### src/hdl/bpt_pkg.sv
// Shared types, constants and register codes of the barometric compensation block.
package bpt_pkg;

  localparam int CFG_IDX_W  = 3;
  localparam int CFG_DATA_W = 16;

  localparam logic [CFG_IDX_W-1:0] CFG_SENS_BASE   = 3'd0;
  localparam logic [CFG_IDX_W-1:0] CFG_OFF_BASE    = 3'd1;
  localparam logic [CFG_IDX_W-1:0] CFG_SENS_TEMPCO = 3'd2;
  localparam logic [CFG_IDX_W-1:0] CFG_OFF_TEMPCO  = 3'd3;
  localparam logic [CFG_IDX_W-1:0] CFG_TREF_WORD   = 3'd4;
  localparam logic [CFG_IDX_W-1:0] CFG_TEMP_SLOPE  = 3'd5;
  localparam logic [CFG_IDX_W-1:0] CFG_SECOND_ORD  = 3'd6;

  // 20.00 C reference and the offset that moves the -15.00 C test onto the same quotient
  localparam logic signed [19:0] TEMP_REF   = 20'sd2000;
  localparam logic signed [19:0] VLOW_SHIFT = 20'sd3500;

  typedef struct packed {
    logic [15:0] sens_base;
    logic [15:0] off_base;
    logic [15:0] sens_tempco;
    logic [15:0] off_tempco;
    logic [15:0] tref_word;
    logic [15:0] temp_slope;
    logic        second_order;
  } bpt_cfg_t;

  // first-order results and second-order operands
  typedef struct packed {
    logic [23:0]        d1;
    logic signed [19:0] temp1;
    logic signed [18:0] lo;
    logic signed [19:0] vlo;
    logic [16:0]        t2;
    logic signed [35:0] off1;
    logic signed [35:0] sens1;
    logic               low;
    logic               vlow;
  } bpt_first_t;

  // compensated temperature, offset and sensitivity
  typedef struct packed {
    logic [23:0]        d1;
    logic signed [20:0] temp;
    logic signed [41:0] off;
    logic signed [41:0] sens;
  } bpt_comp_t;

endpackage

### src/hdl/bpt_cfg.sv
// Calibration word and mode register file.
module bpt_cfg (
  input  logic                               clk,
  input  logic                               rst_n,
  input  logic                               cfg_we,
  input  logic [bpt_pkg::CFG_IDX_W-1:0]      cfg_index,
  input  logic [bpt_pkg::CFG_DATA_W-1:0]     cfg_wdata,
  output bpt_pkg::bpt_cfg_t                  cfg
);
  import bpt_pkg::*;

  bpt_cfg_t cfg_r;

  always_ff @(posedge clk) begin
    if (!rst_n) begin
      cfg_r <= '{second_order: 1'b1, default: '0};
    end else if (cfg_we) begin
      unique case (cfg_index)
        CFG_SENS_BASE:   cfg_r.sens_base    <= cfg_wdata;
        CFG_OFF_BASE:    cfg_r.off_base     <= cfg_wdata;
        CFG_SENS_TEMPCO: cfg_r.sens_tempco  <= cfg_wdata;
        CFG_OFF_TEMPCO:  cfg_r.off_tempco   <= cfg_wdata;
        CFG_TREF_WORD:   cfg_r.tref_word    <= cfg_wdata;
        CFG_TEMP_SLOPE:  cfg_r.temp_slope   <= cfg_wdata;
        CFG_SECOND_ORD:  cfg_r.second_order <= cfg_wdata[0];
        default: begin
        end
      endcase
    end
  end

  assign cfg = cfg_r;

endmodule

### config.mk
export PLATFORM = sky130hd
export DESIGN_NAME = bpt_cfg
export DESIGN_NICKNAME = d
export VERILOG_FILES = /design/src/hdl/bpt_pkg.sv /design/src/hdl/bpt_cfg.sv
export SDC_FILE = /design/constraint.sdc
export NUM_CORES = 1
export LEC_CHECK = 0
export BUFFER_PORTS_ARGS = -buffer_cell sky130_fd_sc_hd__buf_2
export CAP_MARGIN = 20
export CELL_PAD_IN_SITES_DETAIL_PLACEMENT = 1
export CELL_PAD_IN_SITES_GLOBAL_PLACEMENT = 1
export CORE_MARGIN = 2
export CORE_UTILIZATION = 37
export DETAILED_ROUTE_END_ITERATION = 10
export PLACE_DENSITY_LB_ADDON = 0.12
export SLEW_MARGIN = 40
export SYNTH_ARGS = -nofsm -noshare
export SYNTH_HDL_FRONTEND = slang
export SYNTH_SLANG_ARGS = --single-unit
### constraint.sdc
create_clock -name clk -period 1.3 [get_ports clk]
set_input_delay 0.13 -clock clk [delete_from_list [all_inputs] [get_ports clk]]
set_output_delay 0.13 -clock clk [all_outputs]
set_load 0.05 [all_outputs]
==> summary.md <==
| Metric | Value |
|---|---|
| Outcome | finished clean |
| Mapped Nets | 362 |
| GRT overflow | 0 |
| Layout Cells excl Fill | 600 |
| Mux contribution to synthesized area | 27.4% |
| Die span in y | 102 um |
| Critical path class | reg -> out |
| Post-Place Setup Slack | 0.0218 ns |
| Lkg Pwr | 2.57 nW |
| Maximum VDD drop | 0.582 mV |
| Largest register FFs | 97 |
| Sw frac | 28.2% |
| R2R setup slack | 0.64 ns |
| WP data arrival | 1.01 ns |
| Via total after detailed routing | 2836 |
| Worst Hold Path Cells | 3 |
| Worst hold slack | 0.0469 ns |
| Worst-path clk slew | 0.10 ns |
| Fraction of layout cells with a size suffix above 1 | 33.1% |
| Combinational power share | 12.0% |
| Reg2Reg Depth | 2 |
| PnR worst setup slack | 0.165 ns |
| CP top delay family | flip-flops |
| Sequential area share after synthesis | 54.7% |
| CTS max path bufs | 2 |
| Core Footprint | 0.00928 mm^2 |
| Port buffer count | 118 |
| Initial Util | 38.2% |
| CP max stage delay | 0.37 ns |
| Largest family of logic cells by synthesized area | multiplexers |
| Synth warnings | 0 |
| Fmax | 0.881 GHz |
| Rows | 35 |
| Total of cells resized after clock tree synthesis | 0 |
| Global placer's final weighted congestion | 0.801 |
| Hold EP | cfg[0] |
| Diode count | 0 |
| Power per cell area | 1200 mW/mm^2 |
| Clk_skew | 0 ns |
| Sequential share of power | 55.1% |
| NumNets Final | 488 |
| Int Power | 4.00 mW |
| Crit Reg-Reg Startpoint | cfg[48] |
| Root Buffer | clkbuf_8 |
| FF+latch count, synth | 97 |
| DR WL/cell | 16.3 um |
| Most common cell after layout, fill and taps aside | buf_2 |
| Post-route DRC | 0 |
| Sink Count | 97 |
| Buf+Inv Stages, Crit Path | 1 |
| Final max-slew violation count | 0 |
| Setup-failing EPs final | 0 |
| CTS Buf Count | 9 |
| R2r endpoint | cfg[48] |
| Crit end category | output pin |
| # IOs | 119 |
| CTS tree | done |
| Slew margin rel. | 78.3% |
| Switch Pwr | 1.57 mW |
| First-pass GRT wire length | 15400 um |
| RSZ-0062 raised after global routing | no |
| Cell count after synthesis | 340 |
| Synth cell types | 13 |
| Setup TNS Final | 0 ns |
| Critical path, cell by cell | buf_2 |
| Largest net degree at the start of global routing | 28 |
| Max Cap Viol | 0 |
| Critical Path RT | 1.17 ns |
| Commonest cells after routing, fill and taps aside | buf_2 (117), nand2_1 (112), mux2i_1 (97), dfxtp_1 (97), buf_4 (15) |
| Routed WL | 9790 um |
| Adder-cell share of the synthesized area | 0% |
| Startpoint Class | flip-flop |
| Slowest-stage cell, CP | dfxtp_1 |
| Antenna Nets Post-Route | 0 |
| Least-Margin Pin Slew | 0.324 ns |
| Post-DP HPWL | 7150 um |
| Clk pwr share | 32.9% |
| Area growth from synthesis to layout | 30.5% |
| Simple-Gate Fraction of Synth Area | 14.1% |
| Avg Cell Area, Syn | 10.4 um^2 |
| # placed instances | 584 |
| Hold WC Path Type | in -> reg |
| Clock latency on the worst-skew pair | 0.36 ns |
| Tmin final | 1.14 ns |
| Final Cycle Share | 87.3% |
| Vias in the first global route | 2977 |
| # Post-CTS Setup Buffers | 0 |
| Cell Area, Synth | 0.00355 mm^2 |
| Hold Path Origin | cfg_wdata[0] |
| Highest net fanout along the worst path | 2 |
| Post-Synth XOR/XNOR Area | 0% |
| Initial antenna violation count | 0 |
| Compound-Gate Fraction of Synth Area | 0% |
| Final hold violations | 0 |
| DR iter-0 viols | 47 |
| Max H-tree Level | 3 |
| Pwr Total | 5.57 mW |
| DRT Pass-1 Iters | 4 |
| Die W | 102 um |
| Hold_buf cts | 0 |
| Tot GR Track Use | 19.4% |
| Die area | 0.0104 mm^2 |
| Vias per Instance | 4.73 |
## per-layer routing
metal  up-vias  global-route usage (%)  wire length, um
li1       1381                       -                -
met1      1371                    24.9             4410
met2        73                    32.8             4720
met3        11                    4.38              542
met4         0                    5.74              113
met5         -                       0                0
## cells in the mapped netlist (all sizes together)
cell	number	area share (%)
or4b	1	0.28
buf	13	2.5
nor2b	2	0.35
nand4b	3	0.74
dfxtp	97	55
nor4bb	1	0.28
mux2i	97	27
clkbuf	12	1.3
nand2	112	12
nand4bb	2	0.63
## stage by stage
stage               util [%]  area [um^2]
floorplan                  -         3550
global route            49.9         4630
global placement        47.9         4450
finish                  49.9         4630
detailed placement      47.9         4450
CTS                     49.9         4630
## area by class of cell
type / instances / area, um^2
Clock buffer: 11 / 141
Clock inverter: 5 / 38.8
Fill cell: 1105 / 4650
Multi-Input combinational cell: 218 / 1490
Sequential cell: 97 / 1940
Tap cell: 129 / 161
Timing Repair Buffer: 140 / 858
## power groups by stage
stage | Clock, mW | Sequential, mW | Combinational [mW]
floorplan | 0 | 3.36 | 0.205
global placement | 0 | 3.14 | 0.663
detailed placement | 0 | 3.14 | 0.674
CTS | 1.88 | 3.07 | 0.676
global route | 1.99 | 3.08 | 0.711
finish | 1.83 | 3.07 | 0.668
## cell families (layout without fill, tap and decap cells)
kind of cell | Yosys count | count (layout)
and+or+nand+nor | 121 | 121
muxes | 97 | 97
DFF | 97 | 97
buffers and inverters | 25 | 156
## how the worst max path moves through the flow
stage | startpoint | end | cells past startpoint
after floorplan | cfg_index[0] | cfg[81] | 4
after global placement | cfg_index[0] | cfg[95] | 4
after detailed placement | cfg_index[0] | cfg[93] | 4
after CTS | cfg[48] | cfg[48] | 1
after global routing | cfg[31] | cfg[31] | 1
final | cfg[48] | cfg[48] | 1
Note: power is estimated with default switching activity, not from simulation.
