[src/hdl/bpt_pkg.sv]
// Shared types, constants and register codes of the barometric compensation block.
package bpt_pkg;

  localparam int CFG_IDX_W  = 3;
  localparam int CFG_DATA_W = 16;

  localparam logic [CFG_IDX_W-1:0] CFG_SENS_BASE   = 3'd0;
  localparam logic [CFG_IDX_W-1:0] CFG_OFF_BASE    = 3'd1;
  localparam logic [CFG_IDX_W-1:0] CFG_SENS_TEMPCO = 3'd2;
  localparam logic [CFG_IDX_W-1:0] CFG_OFF_TEMPCO  = 3'd3;
  localparam logic [CFG_IDX_W-1:0] CFG_TREF_WORD   = 3'd4;
  localparam logic [CFG_IDX_W-1:0] CFG_TEMP_SLOPE  = 3'd5;
  localparam logic [CFG_IDX_W-1:0] CFG_SECOND_ORD  = 3'd6;

  // 20.00 C reference and the offset that moves the -15.00 C test onto the same quotient
  localparam logic signed [19:0] TEMP_REF   = 20'sd2000;
  localparam logic signed [19:0] VLOW_SHIFT = 20'sd3500;

  typedef struct packed {
    logic [15:0] sens_base;
    logic [15:0] off_base;
    logic [15:0] sens_tempco;
    logic [15:0] off_tempco;
    logic [15:0] tref_word;
    logic [15:0] temp_slope;
    logic        second_order;
  } bpt_cfg_t;

  // first-order results and second-order operands
  typedef struct packed {
    logic [23:0]        d1;
    logic signed [19:0] temp1;
    logic signed [18:0] lo;
    logic signed [19:0] vlo;
    logic [16:0]        t2;
    logic signed [35:0] off1;
    logic signed [35:0] sens1;
    logic               low;
    logic               vlow;
  } bpt_first_t;

  // compensated temperature, offset and sensitivity
  typedef struct packed {
    logic [23:0]        d1;
    logic signed [20:0] temp;
    logic signed [41:0] off;
    logic signed [41:0] sens;
  } bpt_comp_t;

endpackage

[src/hdl/bpt_second.sv]
// Second-order stages: squared deviations, OFF2/SENS2/T2 corrections, subtraction.
module bpt_second (
  input  logic                  clk,
  input  logic                  rst_n,
  input  logic                  up_valid,
  output logic                  up_ready,
  input  bpt_pkg::bpt_first_t   up_data,
  output logic                  dn_valid,
  input  logic                  dn_ready,
  output bpt_pkg::bpt_comp_t    dn_data
);
  import bpt_pkg::*;

  logic v4_r, v5_r, v6_r;
  logic rdy4, rdy5, rdy6;

  bpt_first_t  s4_r, s5_r;
  logic [37:0] lo2_nxt, vlo2_nxt, lo2_r, vlo2_r;
  logic [41:0] lo5, v7, v11;
  logic [41:0] off2_nxt, sens2_nxt, off2_r, sens2_r;
  bpt_comp_t   s6_nxt, s6_r;

  assign rdy6     = !v6_r || dn_ready;
  assign rdy5     = !v5_r || rdy6;
  assign rdy4     = !v4_r || rdy5;
  assign up_ready = rdy4;

  // stage 4: squares
  assign lo2_nxt  = 38'(38'(up_data.lo) * 38'(up_data.lo));
  assign vlo2_nxt = 38'(38'(up_data.vlo) * 38'(up_data.vlo));

  // stage 5: correction terms
  always_comb begin
    lo5       = {4'd0, lo2_r} + {2'd0, lo2_r, 2'd0};
    v7        = {1'b0, vlo2_r, 3'd0} - {4'd0, vlo2_r};
    v11       = {1'b0, vlo2_r, 3'd0} + {3'd0, vlo2_r, 1'b0} + {4'd0, vlo2_r};
    off2_nxt  = (lo5 >> 1) + (s4_r.vlow ? v7 : 42'd0);
    sens2_nxt = (lo5 >> 2) + (s4_r.vlow ? (v11 >> 1) : 42'd0);
  end

  // stage 6: apply corrections
  always_comb begin
    s6_nxt.d1   = s5_r.d1;
    s6_nxt.temp = 21'(s5_r.temp1)
                - (s5_r.low ? $signed({4'd0, s5_r.t2}) : 21'sd0);
    s6_nxt.off  = 42'(s5_r.off1) - (s5_r.low ? $signed(off2_r) : 42'sd0);
    s6_nxt.sens = 42'(s5_r.sens1) - (s5_r.low ? $signed(sens2_r) : 42'sd0);
  end

  always_ff @(posedge clk) begin
    if (!rst_n) begin
      v4_r <= 1'b0;
      v5_r <= 1'b0;
      v6_r <= 1'b0;
    end else begin
      if (rdy4) v4_r <= up_valid;
      if (rdy5) v5_r <= v4_r;
      if (rdy6) v6_r <= v5_r;
    end
  end

  always_ff @(posedge clk) begin
    if (rdy4) begin
      s4_r   <= up_data;
      lo2_r  <= lo2_nxt;
      vlo2_r <= vlo2_nxt;
    end
    if (rdy5) begin
      s5_r    <= s4_r;
      off2_r  <= off2_nxt;
      sens2_r <= sens2_nxt;
    end
    if (rdy6) s6_r <= s6_nxt;
  end

  assign dn_valid = v6_r;
  assign dn_data  = s6_r;

  assert property (@(posedge clk) disable iff (!rst_n)
    v5_r && s5_r.vlow |-> s5_r.low)
    else $error("below -15 C correction without the below 20 C correction");

endmodule

[config.mk]
export PLATFORM = sky130hd
export DESIGN_NAME = bpt_second
export DESIGN_NICKNAME = d
export VERILOG_FILES = /design/src/hdl/bpt_pkg.sv /design/src/hdl/bpt_second.sv
export SDC_FILE = /design/constraint.sdc
export NUM_CORES = 2
export LEC_CHECK = 0
export ABC_AREA = 0
export BUFFER_PORTS_ARGS = -buffer_cell sky130_fd_sc_hd__buf_2
export CAP_MARGIN = 10
export CORE_MARGIN = 8
export CORE_UTILIZATION = 55
export DETAILED_ROUTE_END_ITERATION = 7
export PLACE_DENSITY_LB_ADDON = 0.12
export RECOVER_POWER = 25
export SETUP_SLACK_MARGIN = 0.15
export SYNTH_ARGS = -nofsm -noshare
export SYNTH_HDL_FRONTEND = slang
export SYNTH_SLANG_ARGS = --single-unit
[constraint.sdc]
create_clock -name clk -period 8.22 [get_ports clk]
set_input_delay 1.233 -clock clk [delete_from_list [all_inputs] [get_ports clk]]
set_output_delay 1.233 -clock clk [all_outputs]
set_load 0.01 [all_outputs]
==> impl_metrics.toml <==
[cts]
clk_latency_ns = 0.63
h-tree-depth = 2
cts.clk_slew.worst_paths_ns = 0.06
cts_resized = 0
cts_setup_buffers = 0
numCtsBuffers = 55
cts_tree = "yes"
cts-root-buf = "clkbuf_16"
ctsLongestPathBuffers = 3
clock_sinks = 558
cts_hold_buf = 0

[yosys]
synth-seq-cells = 558
netlist_instances = 5409
synthTopCellsByCount = "inv_1, fa_1, edfxtp_1, ha_1, nand2_1"
synth_ff_type = "edfxtp_1"
synth_top_area_share_pct = 29.2
syn-mean-instance-area_sq_um = 10.6
synth_top_family_by_area = "adder cells"
async_reset_ff_share_pct = 0
ys_warn_count = 0
synth_adder_area_share_pct = 37.4
yosysTopAreaCell = "edfxtp_1"
yosysSeqAreaShare_pct = 29.3
yosysMostFrequentCell = "inv_1"
synth_edf_count = 555
synthMuxAreaShare_pct = 0.129
synth-simple-area-share_pct = 10.2
synth-compound-area-share_pct = 10.5
netlist_top_cells_area = "edfxtp_1, fa_1, ha_1, inv_1, xnor2_1"
synth_area_sq_um = 57100
synth.distinct_cells = 82
synth_xor_area_share_pct = 5.36

[cells_and_area]
drive_gt1_share_pct = 8.35
fillCellCount = 8739
multi_input_area_sq_um = 36300
register_area_sq_um = 16700
layout.nets = 7204
syn2layout_area_growth_pct = 9.55

[sta]
tightest_slew_ns = 2.66
skew_ns = 0.0420
final.setup.tns_ns = 0
slew_viol_final = 102
setup_viol = 0
fin_crit_sh_pct = 93.8
hold_viol = 0
period_minus_slack_ns = 7.71
relSlewSlack_pct = -77.5
max_freq_ghz = 0.130
rsz0062_at_grt = "no"

[global_route]
antenna_found_initial = 3
grt_pass1_wl_mm = 209
grt_pass1_vias = 39600
grt_max_degree = 77
grt_util_all_layers_pct = 22.3
grt-ovfl-total = 0

[run_status]
outcome = "finished with violations"
violations = "capacitance limit, slew limit"

[routing]
via_per_inst = 5.37
drt_pass1_iterations = 7
final_antenna_net_count = 0
drt_first_iter_violations = 2122
drc = 0
detail_route.wl_per_cell_um = 17.8
vias = 38600
routed_wl_mm = 128

[setup_path]
timing.rr.start = "vlo2_r[4]$_DFFE_PP_"
crit_fanout = 19
critPathRequiredTime_ns = 8.57
crit_type = "input pin to flop"
crit_arrival_ns = 8.07
r2r_slack_ns = 1.88
reg2reg_depth = 23
r2r_end = "sens2_r[40]$_DFFE_PP_"
critPathCaptureType = "flop"
crit_path_start_kind = "input pin"

[die]
die_w_um = 338
io_pins = 309
dieArea_sq_um = 114000
fp.coreArea_sq_um = 103000
die_h_um = 338
start_util_pct = 55.3
rows = 118

[place]
hpwl_mm = 107
gp_congestion = 0.918
numPortBuffers = 308

[hold_path]
min_from = "s4_r[65]$_DFFE_PP_"
whs_path_depth = 0
hold_path_end = "s5_r[65]$_DFFE_PP_"
hold_class = "flop to flop"

[flow_run]
drv_cap = 2
## worst max-delay path by stage
stage               slack (ns)              endpoint         from
global placement          0.07  vlo2_r[36]$_DFFE_PP_  up_data[98]
floorplan                 0.15  vlo2_r[36]$_DFFE_PP_  up_data[97]
finish                    0.51  vlo2_r[36]$_DFFE_PP_  up_data[91]
global route              0.17  vlo2_r[36]$_DFFE_PP_  up_data[91]
CTS                       0.67  vlo2_r[36]$_DFFE_PP_  up_data[94]
detailed placement       0.004  vlo2_r[36]$_DFFE_PP_  up_data[94]
## logic make-up after synthesis
logic type                 after synthesis
adders and majority gates             1259
and+or+nand+nor                       1232
buffers and inverters                 1077
AOI/OAI and AO/OA                      926
DFF                                    558
xor gates and xnor gates               349
muxes                                    7
other                                    1
## state kept, by name, indices dropped and copies added, names as in the netlist
register	flops
v5_r	1
dn_data	129
s5_r	134
dn_valid	1
s4_r	135
lo2_r	37
sens2_r	41
v4_r	1
vlo2_r	37
off2_r	42
## final cells by class
class	count	area share, %
Clock buffer	66	2.27
Inverter	969	5.82
Tap cell	1380	2.76
Antenna cell	3	0.0120
Timing Repair Buffer	408	3.56
Sequential cell	558	26.7
Clock inverter	33	0.710
Multi-Input combinational cell	3775	58.1
## through the flow
step	util (%)	hold slack, ns	cell area, sq um	std cells	setup WS, ns
3_5_place_dp	58.8	0.405	60700	7090	0.00395
5_1_grt	60.6	0.402	62500	7190	0.166
4_1_cts	60.6	0.390	62600	7189	0.670
3_3_place_gp	58.8	0.401	60700	7090	0.0721
2_1_floorplan	-	0.400	57100	5410	0.150
6_report	60.6	0.402	62500	7192	0.509
## placed cells by master, fill, tap and decap left out, drive strengths merged, types with 62 or more instances in the layout
master    n
a21o    166
edfxtp  555
nor2b    62
xnor2   238
a21oi   290
fa      744
clkbuf  110
inv     971
buf     364
xor2    111
o21ai   168
nand2   446
nor2    268
ha      515
and2    171
## metal layers
metal,part of all wire (%),global-route usage [%]
met1,46,31.7
met2,47,37.2
met3,4.7,2.53
met4,1.9,4.42
met5,0,0
## critical path: stages
cell and delay [ns]:
buf_2 0.14, clkbuf_1 0.70, nand2_1 0.26, fa_1 0.45, inv_1 0.08, ha_1 0.16
fa_1 0.45, fa_1 0.55, inv_1 0.05, fa_1 0.49, fa_1 0.42, fa_1 0.49
inv_1 0.04, ha_1 0.28, a21o_1 0.16, a21o_1 0.17, a21oi_1 0.20, o21ai_0 0.16
a221oi_1 0.32, buf_4 0.17, a21o_1 0.14, nor2_1 0.06, o41a_1 0.35, a211oi_1 0.28
o2bb2ai_1 0.17, xnor2_1 0.07
Power is not shown: default switching activity piles up to over one toggle a cycle in this logic, so the estimate is an artifact.
