--- src/hdl/bpt_pkg.sv ---
// Shared types, constants and register codes of the barometric compensation block.
package bpt_pkg;

  localparam int CFG_IDX_W  = 3;
  localparam int CFG_DATA_W = 16;

  localparam logic [CFG_IDX_W-1:0] CFG_SENS_BASE   = 3'd0;
  localparam logic [CFG_IDX_W-1:0] CFG_OFF_BASE    = 3'd1;
  localparam logic [CFG_IDX_W-1:0] CFG_SENS_TEMPCO = 3'd2;
  localparam logic [CFG_IDX_W-1:0] CFG_OFF_TEMPCO  = 3'd3;
  localparam logic [CFG_IDX_W-1:0] CFG_TREF_WORD   = 3'd4;
  localparam logic [CFG_IDX_W-1:0] CFG_TEMP_SLOPE  = 3'd5;
  localparam logic [CFG_IDX_W-1:0] CFG_SECOND_ORD  = 3'd6;

  // 20.00 C reference and the offset that moves the -15.00 C test onto the same quotient
  localparam logic signed [19:0] TEMP_REF   = 20'sd2000;
  localparam logic signed [19:0] VLOW_SHIFT = 20'sd3500;

  typedef struct packed {
    logic [15:0] sens_base;
    logic [15:0] off_base;
    logic [15:0] sens_tempco;
    logic [15:0] off_tempco;
    logic [15:0] tref_word;
    logic [15:0] temp_slope;
    logic        second_order;
  } bpt_cfg_t;

  // first-order results and second-order operands
  typedef struct packed {
    logic [23:0]        d1;
    logic signed [19:0] temp1;
    logic signed [18:0] lo;
    logic signed [19:0] vlo;
    logic [16:0]        t2;
    logic signed [35:0] off1;
    logic signed [35:0] sens1;
    logic               low;
    logic               vlow;
  } bpt_first_t;

  // compensated temperature, offset and sensitivity
  typedef struct packed {
    logic [23:0]        d1;
    logic signed [20:0] temp;
    logic signed [41:0] off;
    logic signed [41:0] sens;
  } bpt_comp_t;

endpackage

--- src/hdl/bpt_first.sv ---
// First-order stages: temperature difference, coefficient products, truncated quotients.
module bpt_first (
  input  logic                  clk,
  input  logic                  rst_n,
  input  bpt_pkg::bpt_cfg_t     cfg,
  input  logic                  up_valid,
  output logic                  up_ready,
  input  logic [23:0]           up_d1,
  input  logic [23:0]           up_d2,
  output logic                  dn_valid,
  input  logic                  dn_ready,
  output bpt_pkg::bpt_first_t   dn_data
);
  import bpt_pkg::*;

  logic v1_r, v2_r, v3_r;
  logic rdy1, rdy2, rdy3;

  logic [23:0]        d1_1_r, d1_2_r;
  logic signed [24:0] dt_nxt, dt_r;
  logic signed [41:0] pt_nxt, po_nxt, ps_nxt;
  logic signed [41:0] pt_r, po_r, ps_r;
  logic signed [49:0] pdd_nxt, pdd_r;

  logic signed [41:0] pt_b;
  logic signed [42:0] off_s;
  logic signed [43:0] sens_s;
  logic signed [18:0] q_nxt;
  bpt_first_t         s3_nxt, s3_r;

  assign rdy3     = !v3_r || dn_ready;
  assign rdy2     = !v2_r || rdy3;
  assign rdy1     = !v1_r || rdy2;
  assign up_ready = rdy1;

  // stage 1: temperature difference
  assign dt_nxt = $signed({1'b0, up_d2}) - $signed({1'b0, cfg.tref_word, 8'h00});

  // stage 2: coefficient products
  assign pt_nxt  = 42'(dt_r) * 42'($signed({1'b0, cfg.temp_slope}));
  assign po_nxt  = 42'(dt_r) * 42'($signed({1'b0, cfg.off_tempco}));
  assign ps_nxt  = 42'(dt_r) * 42'($signed({1'b0, cfg.sens_tempco}));
  assign pdd_nxt = 50'(dt_r) * 50'(dt_r);

  // stage 3: truncate toward zero by biasing negative products
  always_comb begin
    pt_b   = pt_r + (pt_r[41] ? 42'sd8388607 : 42'sd0);
    q_nxt  = pt_b[41:23];
    off_s  = $signed({4'd0, cfg.off_base, 23'd0}) + 43'(po_r)
           + (po_r[41] ? 43'sd127 : 43'sd0);
    sens_s = $signed({5'd0, cfg.sens_base, 23'd0}) + 44'(ps_r)
           + (ps_r[41] ? 44'sd255 : 44'sd0);

    s3_nxt.d1    = d1_2_r;
    s3_nxt.lo    = q_nxt;
    s3_nxt.temp1 = 20'(q_nxt) + TEMP_REF;
    s3_nxt.vlo   = 20'(q_nxt) + VLOW_SHIFT;
    s3_nxt.t2    = pdd_r[47:31];
    s3_nxt.off1  = off_s[42:7];
    s3_nxt.sens1 = sens_s[43:8];
    s3_nxt.low   = cfg.second_order & q_nxt[18];
    s3_nxt.vlow  = s3_nxt.low & s3_nxt.vlo[19];
  end

  always_ff @(posedge clk) begin
    if (!rst_n) begin
      v1_r <= 1'b0;
      v2_r <= 1'b0;
      v3_r <= 1'b0;
    end else begin
      if (rdy1) v1_r <= up_valid;
      if (rdy2) v2_r <= v1_r;
      if (rdy3) v3_r <= v2_r;
    end
  end

  always_ff @(posedge clk) begin
    if (rdy1) begin
      d1_1_r <= up_d1;
      dt_r   <= dt_nxt;
    end
    if (rdy2) begin
      d1_2_r <= d1_1_r;
      pt_r   <= pt_nxt;
      po_r   <= po_nxt;
      ps_r   <= ps_nxt;
      pdd_r  <= pdd_nxt;
    end
    if (rdy3) s3_r <= s3_nxt;
  end

  assign dn_valid = v3_r;
  assign dn_data  = s3_r;

  assert property (@(posedge clk) disable iff (!rst_n)
    v3_r && s3_r.low |-> s3_r.temp1 < TEMP_REF)
    else $error("low-temperature flag set at or above 20 C");

endmodule

--- config.mk ---
export PLATFORM = sky130hd
export DESIGN_NAME = bpt_first
export DESIGN_NICKNAME = d
export VERILOG_FILES = /design/src/hdl/bpt_pkg.sv /design/src/hdl/bpt_first.sv
export SDC_FILE = /design/constraint.sdc
export NUM_CORES = 2
export LEC_CHECK = 0
export BUFFER_PORTS_ARGS = -buffer_cell sky130_fd_sc_hd__buf_2
export CAP_MARGIN = 5
export CORE_ASPECT_RATIO = 0.6
export CORE_MARGIN = 1
export CORE_UTILIZATION = 38
export DETAILED_ROUTE_END_ITERATION = 8
export HOLD_SLACK_MARGIN = 0.12
export PLACE_DENSITY = 0.63
export SYNTH_ARGS = -nofsm -noshare
export SYNTH_HDL_FRONTEND = slang
export SYNTH_SLANG_ARGS = --single-unit
--- constraint.sdc ---
create_clock -name clk -period 11.8 [get_ports clk]
set_clock_uncertainty 0.1 [all_clocks]
set_input_delay 2.36 -clock clk [delete_from_list [all_inputs] [get_ports clk]]
set_output_delay 2.36 -clock clk [all_outputs]
set_load 0.02 [all_outputs]
==> impl_metrics.yaml <==
run_status:
  status: "complete, no violations"
timing:
  hold_viol_final: 0
  setup_viol: 0
  fmax_ghz: 0.106
  tightest_slew_ns: 1.16
  slew_headroom_pct: 22.1
  fin_hold_ws_ns: 0.315
  fin_crit_sh_pct: 80.1
  setup-tns-final_ns: 0
  slew_violations: 0
  period_needed_ns: 9.45
  rsz0062_at_grt: "false"
cts:
  clk_latency_ns: 0.68
  clock_sinks: 387
  clk_pin_slew_worst_paths_ns: 0.07
  htree_levels: 2
  cts_tree: "built"
  cts_resized: 0
  post_cts_buffers: 0
  cts-root-buf: "clkbuf_16"
  clock_path_buffers: 3
  numCtsBuffers: 47
  hold_buffers: 0
job:
  maxCapViolations: 0
placement:
  placed_area_um2: 82700
  hpwlAfterDp_mm: 164
  port_buffers: 324
  place.gp.congestion: 0.894
routing:
  viasPerCell: 4.91
  drtIter0Drc: 3765
  totalWireLength_mm: 208
  wire_per_inst_um: 19.3
  ant_nets: 0
  drc_errors: 0
  vias: 52900
  drt_pre_antenna_iters: 6
logic_synthesis:
  yosys.area.top_type_share_pct: 45.1
  syn-num-nets: 10400
  synthTopCellsByArea: "fa_1 (45%), edfxtp_1 (15%), inv_1 (9.8%)"
  yosysMostFrequentCell: "inv_1"
  synthesis.area_um2: 78300
  synth_edf_count: 384
  yosysWarnings: 0
  synth_ff_type: "edfxtp_1"
  async_flop_share_pct: 0
  synth_cell_types: 79
  yosysTopAreaCell: "fa_1"
  synth_commonest_cells: "inv_1 (2037), fa_1 (1764), nand2_1 (971), and2_1 (623), ha_1 (542)"
  yosysSeqAreaShare_pct: 14.8
  syn_inst: 7903
  avgSynthCellArea_um2: 9.90
  synth.ff_latch_count: 387
worst_setup_path:
  critPathArrivalTime_ns: 9.71
  cp-start-kind: "flop"
  rr_endpoint: "pdd_r[45]"
  crit_path_start: "dt_r[24]"
  reg2reg_slack_ns: 2.35
  end_kind: "flop"
  critPathKind: "flop to flop"
  worstReg2RegStart: "dt_r[24]"
  critical_path_required_ns: 12.06
  reg2reg_depth: 24
  crit_fanout: 29
  worstSetupEndpoint: "pdd_r[45]"
die:
  start_util_pct: 38.4
  die_w_um: 588
  num_rows: 128
  die_h_um: 354
  dieArea_um2: 208000
  coreArea_um2: 204000
  io_pins: 325
global_route:
  overflow: 0
  grt_max_degree: 77
  grt_pass1_vias: 57900
  grt.total_usage_pct: 20.8
  antenna_found_initial: 19
  grt_pass1_wl_mm: 336
finish:
  fillers: 19900
  drive_above_1_share_pct: 6.07
  syn_to_final_growth_pct: 7.54
  design_area_um2: 84200
  utilization_pct: 41.3
  nets: 10500
hold_path:
  hold_path_class: "flop to flop"
[critical path: stages (launching register included)]
cell	delay, ns
edfxtp_1	0.90
buf_4	0.46
nand2_1	0.18
inv_1	0.17
fa_1	0.46
fa_1	0.40
fa_1	0.93
inv_1	0.52
fa_1	0.64
inv_1	0.06
fa_1	0.54
inv_1	0.05
fa_1	0.47
inv_1	0.04
ha_1	0.37
nand2_1	0.07
nor2_1	0.52
nand3_1	0.21
a311oi_1	0.29
a21o_1	0.39
a21oi_1	0.20
a211oi_1	0.53
o31ai_1	0.20
a31oi_1	0.19
o21ai_0	0.21
[cells by family after synthesis]
family	Yosys count	synth area share [%]
AOI/OAI and AO/OA	522	4.36
xor gates and xnor gates	266	2.98
adders and majority gates	2306	53.8
buffers and inverters	2363	11.4
DFF	387	14.8
muxes	4	0.0528
and+or+nand+nor	2055	12.7
[stage by stage]
stage | setup WS (ns) | std cells
floorplan | 3.21 | 7903
global placement | 2.11 | 10700
detailed placement | 2.13 | 10700
CTS | 2.42 | 10800
global route | 1.92 | 10800
finish | 2.35 | 10800
[area by class of cell]
cell class | instances | area (um2) | share of cell area, %
multi-input cells | 5153 | 57800 | 68.7
flip-flops and latches | 387 | 11600 | 13.8
inverters | 2037 | 7650 | 9.09
well taps | 2730 | 3420 | 4.06
repair buffers | 385 | 2210 | 2.63
clock buffers | 59 | 1220 | 1.45
clock inverters | 25 | 263 | 0.312
diodes | 5 | 12.5 | 0.0149
[how the worst min path moves through the flow]
stage / end / cells past startpoint / from / slack (ns)
floorplan: d1_2_r[0] / 0 / d1_1_r[0] / 0.30
global placement: d1_2_r[23] / 0 / d1_1_r[23] / 0.30
detailed placement: d1_2_r[0] / 0 / d1_1_r[0] / 0.30
CTS: d1_2_r[6] / 0 / d1_1_r[6] / 0.32
global route: d1_2_r[21] / 0 / d1_1_r[21] / 0.32
finish: dn_data[164] / 0 / d1_2_r[14] / 0.31
[sequential cells by signal, summed over array words and instances, names as in the netlist]
register and count:
d1_1_r 24, v1_r 1, d1_2_r 24, po_r 42, dt_r 25, dn_data 168, pdd_r 17, ps_r 42
pt_r 42, v2_r 1, dn_valid 1
[cell usage in the layout, fill, tap and decap left out, types with 7 or more instances in the layout]
master	Yosys	routed
and3_1	23	23
nor3_1	38	38
o2111ai_1	7	7
xnor2_1	205	205
o31ai_1	12	12
nand4_1	31	31
or2_2	11	11
ha_1	542	542
xor2_1	61	61
a31oi_1	18	18
buf_4	6	51
nor2_1	193	193
nand2_1	971	970
inv_1	2037	2036
fa_1	1764	1764
a311oi_1	7	7
o211ai_1	15	15
o21ai_1	18	18
a21o_1	73	73
o21ai_0	79	79
o21bai_1	17	17
o21a_1	35	35
edfxtp_1	384	384
a21oi_1	149	149
or3_1	13	13
clkbuf_1	319	12
a21boi_0	8	8
nand2b_1	25	25
and2_1	623	623
nor3b_1	10	10
nand3_1	43	42
buf_2	0	324
nor2b_1	49	49
buf_12	0	9
a211oi_1	20	20
a31o_2	7	7
clkbuf_16	0	47
[routing by layer]
metal | vias up | share of wire (%) | global-route usage (%) | routed length, um
met5 | - | 0.018 | 0 | 38
met3 | 144 | 8.6 | 4.33 | 17900
met2 | 1752 | 42 | 30.7 | 87100
li1 | 23600 | - | - | -
met1 | 27400 | 48 | 32.0 | 100000
met4 | 6 | 1.3 | 3.01 | 2770
Power is not shown: default switching activity piles up to over one toggle a cycle in this logic, so the estimate is an artifact.
