**src/hdl/bpt_pkg.sv**
```systemverilog
// Shared types, constants and register codes of the barometric compensation block.
package bpt_pkg;

  localparam int CFG_IDX_W  = 3;
  localparam int CFG_DATA_W = 16;

  localparam logic [CFG_IDX_W-1:0] CFG_SENS_BASE   = 3'd0;
  localparam logic [CFG_IDX_W-1:0] CFG_OFF_BASE    = 3'd1;
  localparam logic [CFG_IDX_W-1:0] CFG_SENS_TEMPCO = 3'd2;
  localparam logic [CFG_IDX_W-1:0] CFG_OFF_TEMPCO  = 3'd3;
  localparam logic [CFG_IDX_W-1:0] CFG_TREF_WORD   = 3'd4;
  localparam logic [CFG_IDX_W-1:0] CFG_TEMP_SLOPE  = 3'd5;
  localparam logic [CFG_IDX_W-1:0] CFG_SECOND_ORD  = 3'd6;

  // 20.00 C reference and the offset that moves the -15.00 C test onto the same quotient
  localparam logic signed [19:0] TEMP_REF   = 20'sd2000;
  localparam logic signed [19:0] VLOW_SHIFT = 20'sd3500;

  typedef struct packed {
    logic [15:0] sens_base;
    logic [15:0] off_base;
    logic [15:0] sens_tempco;
    logic [15:0] off_tempco;
    logic [15:0] tref_word;
    logic [15:0] temp_slope;
    logic        second_order;
  } bpt_cfg_t;

  // first-order results and second-order operands
  typedef struct packed {
    logic [23:0]        d1;
    logic signed [19:0] temp1;
    logic signed [18:0] lo;
    logic signed [19:0] vlo;
    logic [16:0]        t2;
    logic signed [35:0] off1;
    logic signed [35:0] sens1;
    logic               low;
    logic               vlow;
  } bpt_first_t;

  // compensated temperature, offset and sensitivity
  typedef struct packed {
    logic [23:0]        d1;
    logic signed [20:0] temp;
    logic signed [41:0] off;
    logic signed [41:0] sens;
  } bpt_comp_t;

endpackage

```
**src/hdl/bpt_press.sv**
```systemverilog
// Pressure stages: split D1*SENS product, truncated scaling, offset removal, output register.
module bpt_press (
  input  logic                 clk,
  input  logic                 rst_n,
  input  logic                 up_valid,
  output logic                 up_ready,
  input  bpt_pkg::bpt_comp_t   up_data,
  output logic                 dn_valid,
  input  logic                 dn_ready,
  output logic signed [31:0]   dn_temperature,
  output logic signed [31:0]   dn_pressure
);
  import bpt_pkg::*;

  logic v7_r, v8_r, v9_r, v10_r, v11_r;
  logic rdy7, rdy8, rdy9, rdy10, rdy11;

  logic signed [20:0] temp7_r, temp8_r, temp9_r, temp10_r;
  logic signed [41:0] off7_r, off8_r, off9_r;
  logic               neg7_r, neg8_r;
  logic [44:0]        pl_nxt, pl_r;
  logic signed [45:0] ph_nxt, ph_r;
  logic signed [63:0] prod_nxt, prod_r, pb;
  logic signed [42:0] q1_nxt, q1_r;
  logic signed [43:0] a_nxt, a_r, ab;
  logic signed [31:0] temp_out_r, pres_nxt, pres_out_r;

  assign rdy11    = !v11_r || dn_ready;
  assign rdy10    = !v10_r || rdy11;
  assign rdy9     = !v9_r || rdy10;
  assign rdy8     = !v8_r || rdy9;
  assign rdy7     = !v7_r || rdy8;
  assign up_ready = rdy7;

  // stage 7: low and high halves of D1*SENS
  assign pl_nxt = 45'(up_data.d1) * 45'(up_data.sens[20:0]);
  assign ph_nxt = 46'($signed({1'b0, up_data.d1})) * 46'($signed(up_data.sens[41:21]));

  // stage 8: recombine
  assign prod_nxt = $signed({ph_r[42:0], 21'd0}) + $signed({19'd0, pl_r});

  // stage 9: divide by 2^21 toward zero
  always_comb begin
    pb     = prod_r + (prod_r[63] ? 64'sd2097151 : 64'sd0);
    q1_nxt = pb[63:21];
  end

  // stage 10: remove offset
  assign a_nxt = 44'(q1_r) - 44'(off9_r);

  // stage 11: divide by 2^15 toward zero
  always_comb begin
    ab       = a_r + (a_r[43] ? 44'sd32767 : 44'sd0);
    pres_nxt = 32'($signed(ab[43:15]));
  end

  always_ff @(posedge clk) begin
    if (!rst_n) begin
      v7_r  <= 1'b0;
      v8_r  <= 1'b0;
      v9_r  <= 1'b0;
      v10_r <= 1'b0;
      v11_r <= 1'b0;
    end else begin
      if (rdy7)  v7_r  <= up_valid;
      if (rdy8)  v8_r  <= v7_r;
      if (rdy9)  v9_r  <= v8_r;
      if (rdy10) v10_r <= v9_r;
      if (rdy11) v11_r <= v10_r;
    end
  end

  always_ff @(posedge clk) begin
    if (rdy7) begin
      pl_r    <= pl_nxt;
      ph_r    <= ph_nxt;
      neg7_r  <= up_data.sens[41];
      temp7_r <= up_data.temp;
      off7_r  <= up_data.off;
    end
    if (rdy8) begin
      prod_r  <= prod_nxt;
      neg8_r  <= neg7_r;
      temp8_r <= temp7_r;
      off8_r  <= off7_r;
    end
    if (rdy9) begin
      q1_r    <= q1_nxt;
      temp9_r <= temp8_r;
      off9_r  <= off8_r;
    end
    if (rdy10) begin
      a_r      <= a_nxt;
      temp10_r <= temp9_r;
    end
    if (rdy11) begin
      pres_out_r <= pres_nxt;
      temp_out_r <= 32'(temp10_r);
    end
  end

  assign dn_valid       = v11_r;
  assign dn_temperature = temp_out_r;
  assign dn_pressure    = pres_out_r;

  assert property (@(posedge clk) disable iff (!rst_n)
    v8_r && !neg8_r |-> !prod_r[63])
    else $error("non-negative sensitivity gave a negative D1*SENS product");

endmodule

```
**config.mk**
```make
export PLATFORM = sky130hd
export DESIGN_NAME = bpt_press
export DESIGN_NICKNAME = d
export VERILOG_FILES = /design/src/hdl/bpt_pkg.sv /design/src/hdl/bpt_press.sv
export SDC_FILE = /design/constraint.sdc
export NUM_CORES = 2
export LEC_CHECK = 0
export BUFFER_PORTS_ARGS = -buffer_cell sky130_fd_sc_hd__buf_2
export CAP_MARGIN = 20
export CORE_UTILIZATION = 31
export DETAILED_ROUTE_END_ITERATION = 16
export HOLD_SLACK_MARGIN = 0.08
export SLEW_MARGIN = 20
export SYNTH_ARGS = -nofsm -noshare
export SYNTH_HDL_FRONTEND = slang
export SYNTH_SLANG_ARGS = --single-unit
```
**constraint.sdc**
```tcl
create_clock -name clk -period 16.2 [get_ports clk]
set_input_delay 0.81 -clock clk [delete_from_list [all_inputs] [get_ports clk]]
set_output_delay 0.81 -clock clk [all_outputs]
set_load 0.005 [all_outputs]
```
==> key figures <==
Setup path
  • Critical path, cell by cell: buf_2 -> nand2_1 -> fa_1 -> fa_1 -> fa_1 -> fa_1 -> fa_1 -> inv_1 -> fa_1 -> inv_1 -> fa_1 -> inv_1 -> ha_1 -> a21o_1 -> a21o_1 -> a2111oi_2 -> o21ai_1 -> a41oi_2 -> o31ai_2 -> a211o_1 -> a221o_1 -> or4b_1 -> nand3_1
  • Largest fanout on the critical path: 42
  • Crit. End Element: flip-flop
  • R2R Setup Slk: 12.35 ns
  • CP max-delay cell: buf_2
  • Most common cell on crit path: fa_1
  • R2r worst-path depth: 12
  • Critical Path RT: 16.72 ns
  • Reg2Reg Launch Point: prod_r[63]$_DFFE_PP_
  • Arr. time, crit path: 8.41 ns
  • Slowest stage delay, CP: between 0.8 and 0.9 ns
  • Reg-to-Reg End: q1_r[42]$_DFFE_PP_
  • Worst setup SP type: primary input
  • Critical setup path kind: primary input to flip-flop

Run status
  • Outcome: complete, no violations

Clock network
  • Register clock-pin slew on the reported worst setup and hold paths: 0.06 ns
  • CTS tree: done
  • Worst-case clock buffer depth: 3
  • CTS buffer count: 57
  • CTS Hold Bufs: 0
  • Number of sinks driven by the clock tree: 504
  • Root Buffer: clkbuf_16
  • Htree depth: 2
  • Skew-Pair Late Insertion Delay: 0.65 ns
  • Cts repair resizes: 0
  • Post-CTS setup buffer count: 0

Yosys
  • Synth Register Bits: just over 500
  • Primary FF master, synth: edfxtp_1
  • Seq/Total Area, Yosys: 28.0%
  • Post-synthesis async set-or-reset flop share: 0%
  • Post-Syn Nets: 6,495
  • Area contributors post-synth: fa_1 (31%), edfxtp_1 (28%), ha_1 (9.7%)
  • Synth top area share: 31.0%
  • Yosys Warn Count: 0
  • Post-synth EDFFs: approximately 500
  • Cell area after synthesis: 0.0538 mm²
  • Syn avg cell area: around 11 µm²
  • Post-synth cell types: 70
  • Mapped Cells: 5,111
  • Synth area leader: fa_1

Timing
  • Slew headroom: a little under a quarter
  • Pins Over Slew Limit: 0
  • Sum of negative setup slack: 0 ns
  • Final hold violation count: 0
  • Final hold slack: 0.324 ns
  • Worst slew pin tran: between 1 and 1.5 ns
  • Tcrit/Tclk final: between 40% and 50%
  • Final setup viols: 0
  • Minimum clock period: 7.89 ns
  • F_max: 127 MHz
  • RSZ-0062 raised after global routing: no
  • Clock Skew: 0.0577 ns

Placed design
  • Count of input and output buffers: 198
  • HPWL after DPL: 100,000 µm
  • Routability congestion estimate: 0.881
  • DP Cell Count: approximately 7,400

Layout
  • Fill count: approximately 17,000
  • Final core utilization: 34.4%
  • Share of cells above drive strength 1: 6.44%
  • Fin cells: 7,552
  • Area Overhead vs Synth: 9.77%
  • Final #Nets: 6,575

Global routing
  • First-pass GRT wire length: 211,000 µm
  • Antenna violations before repair: 13
  • Vias in the first global route: about 38,000
  • Overflow left after global routing: 0
  • GRT Overall Usage: 15.5%
  • Largest net degree at the start of global routing: 71

Hold path
  • Hold path cells: 1
  • Hold Crit Start: up_data[63]
  • Hold Crit Class: primary input to flip-flop
  • WHS Endpoint: off7_r[21]$_DFFE_PP_

Die
  • # rows: 152
  • Ports: 199
  • Die area: 0.175 mm²
  • Die Wd: approximately 420 µm
  • Starting Density: 31.3%
  • Height of the die: 419 µm
  • Core box area: 0.172 mm²

Detailed routing
  • DR pass1 iterations: 6
  • Drt initial violations: 2,045
  • Routed via count: between 30,000 and 40,000
  • DRC viols: 0
  • Drt total wl: 133,000 µm
  • Via/cell ratio: 4.67
  • Final ANT Viol Nets: 0
  • DR WL/cell: 17.7 µm

Run
  • Max-cap viol count: 0
-- state kept, by name, indices dropped and copies added (netlist names) --
| signal | cells |
|---|---|
| temp8_r | 21 |
| off7_r | 42 |
| off9_r | 42 |
| v9_r | 1 |
| ph_r | 43 |
| temp9_r | 21 |
| v7_r | 1 |
| q1_r | 43 |
| dn_valid | 1 |
| temp10_r | 21 |
| off8_r | 42 |
| prod_r | 64 |
| a_r | 44 |
| pl_r | 45 |
| v10_r | 1 |
| dn_pressure | 29 |
| temp7_r | 21 |
| v8_r | 1 |
| dn_temperature | 21 |
-- synth_stat cells, drive strengths merged, types with 48 or more instances --
master,n
clkbuf,191
xnor2,143
a21o,96
o21ai,80
ha,418
xor2,87
fa,833
inv,1044
edfxtp,499
and2,483
a21oi,138
nand2,621
nor2,82
nand3,48
-- layout by cell type (no fill, tap or decap), types with 15 or more instances in the layout --
master and n:
a21o_1 96, a21oi_1 138, a31oi_1 15, and2_1 483, and3_1 30, buf_2 198, buf_4 29, clkbuf_16 57
edfxtp_1 499, fa_1 833, ha_1 418, inv_1 1041, nand2_1 619, nand2b_1 34, nand3_1 47, nand4_1 28
nor2_1 82, nor2b_1 22, nor3_1 25, o21a_1 19, o21ai_0 69, o21bai_1 23, xnor2_1 143, xor2_1 87
-- per-stage QoR --
stage | area (µm²) | setup WS [ns]
after floorplan | 53800 | 8.66
after global placement | 57100 | 7.76
after detailed placement | 57100 | 7.61
after CTS | 59000 | 8.32
after global routing | 59100 | 7.99
final | 59100 | 8.31
-- critical path, delay by kind of cell --
kind                       cells  cell delay [ns]
and+or+nand+nor                3             0.75
AOI/OAI and AO/OA              8             2.13
buffers and inverters          4             0.96
adders and majority gates      8             3.75
-- cells by family after synthesis --
kind of cell | count (synthesis) | synth area share (%)
AO/OA/AOI/OAI | 454 | 5.49
XOR/XNOR | 230 | 3.74
adder cells (fa/ha/maj) | 1251 | 40.7
buffers and inverters | 1251 | 8.82
flip-flops | 504 | 28.0
multiplexers | 1 | 0.0186
AND/OR/NAND/NOR | 1420 | 13.2
-- how the worst max path moves through the flow --
stage	startpoint	end	slack, ns	cells past startpoint
finish	up_data[110]	ph_r[40]$_DFFE_PP_	8.31	23
global route	up_data[110]	ph_r[41]$_DFFE_PP_	7.99	25
CTS	up_data[110]	ph_r[40]$_DFFE_PP_	8.32	23
detailed placement	up_data[110]	ph_r[40]$_DFFE_PP_	7.61	23
global placement	up_data[118]	ph_r[40]$_DFFE_PP_	7.76	27
floorplan	up_data[24]	ph_r[40]$_DFFE_PP_	8.66	26
-- area by class of cell --
| type | instances | area, µm² | area share (%) |
|---|---|---|---|
| Antenna cell | 6 | 15.0 | 0.0254 |
| Inverter | 1044 | 3920 | 6.64 |
| Clock buffer | 71 | 1520 | 2.57 |
| Timing Repair Buffer | 228 | 1230 | 2.08 |
| Sequential cell | 504 | 15100 | 25.5 |
| Clock inverter | 33 | 407 | 0.688 |
| Multi-Input combinational cell | 3356 | 34000 | 57.6 |
| Tap cell | 2310 | 2890 | 4.89 |
-- metal layers --
| layer | part of all wire, % | GRT usage [%] |
|---|---|---|
| met4 | 3.5 | 5.36 |
| met2 | 48 | 26.3 |
| met1 | 43 | 19.8 |
| met3 | 6.2 | 2.87 |
| met5 | 0.0097 | 0 |
Power is not shown: default switching activity piles up to over one toggle a cycle in this logic, so the estimate is an artifact.
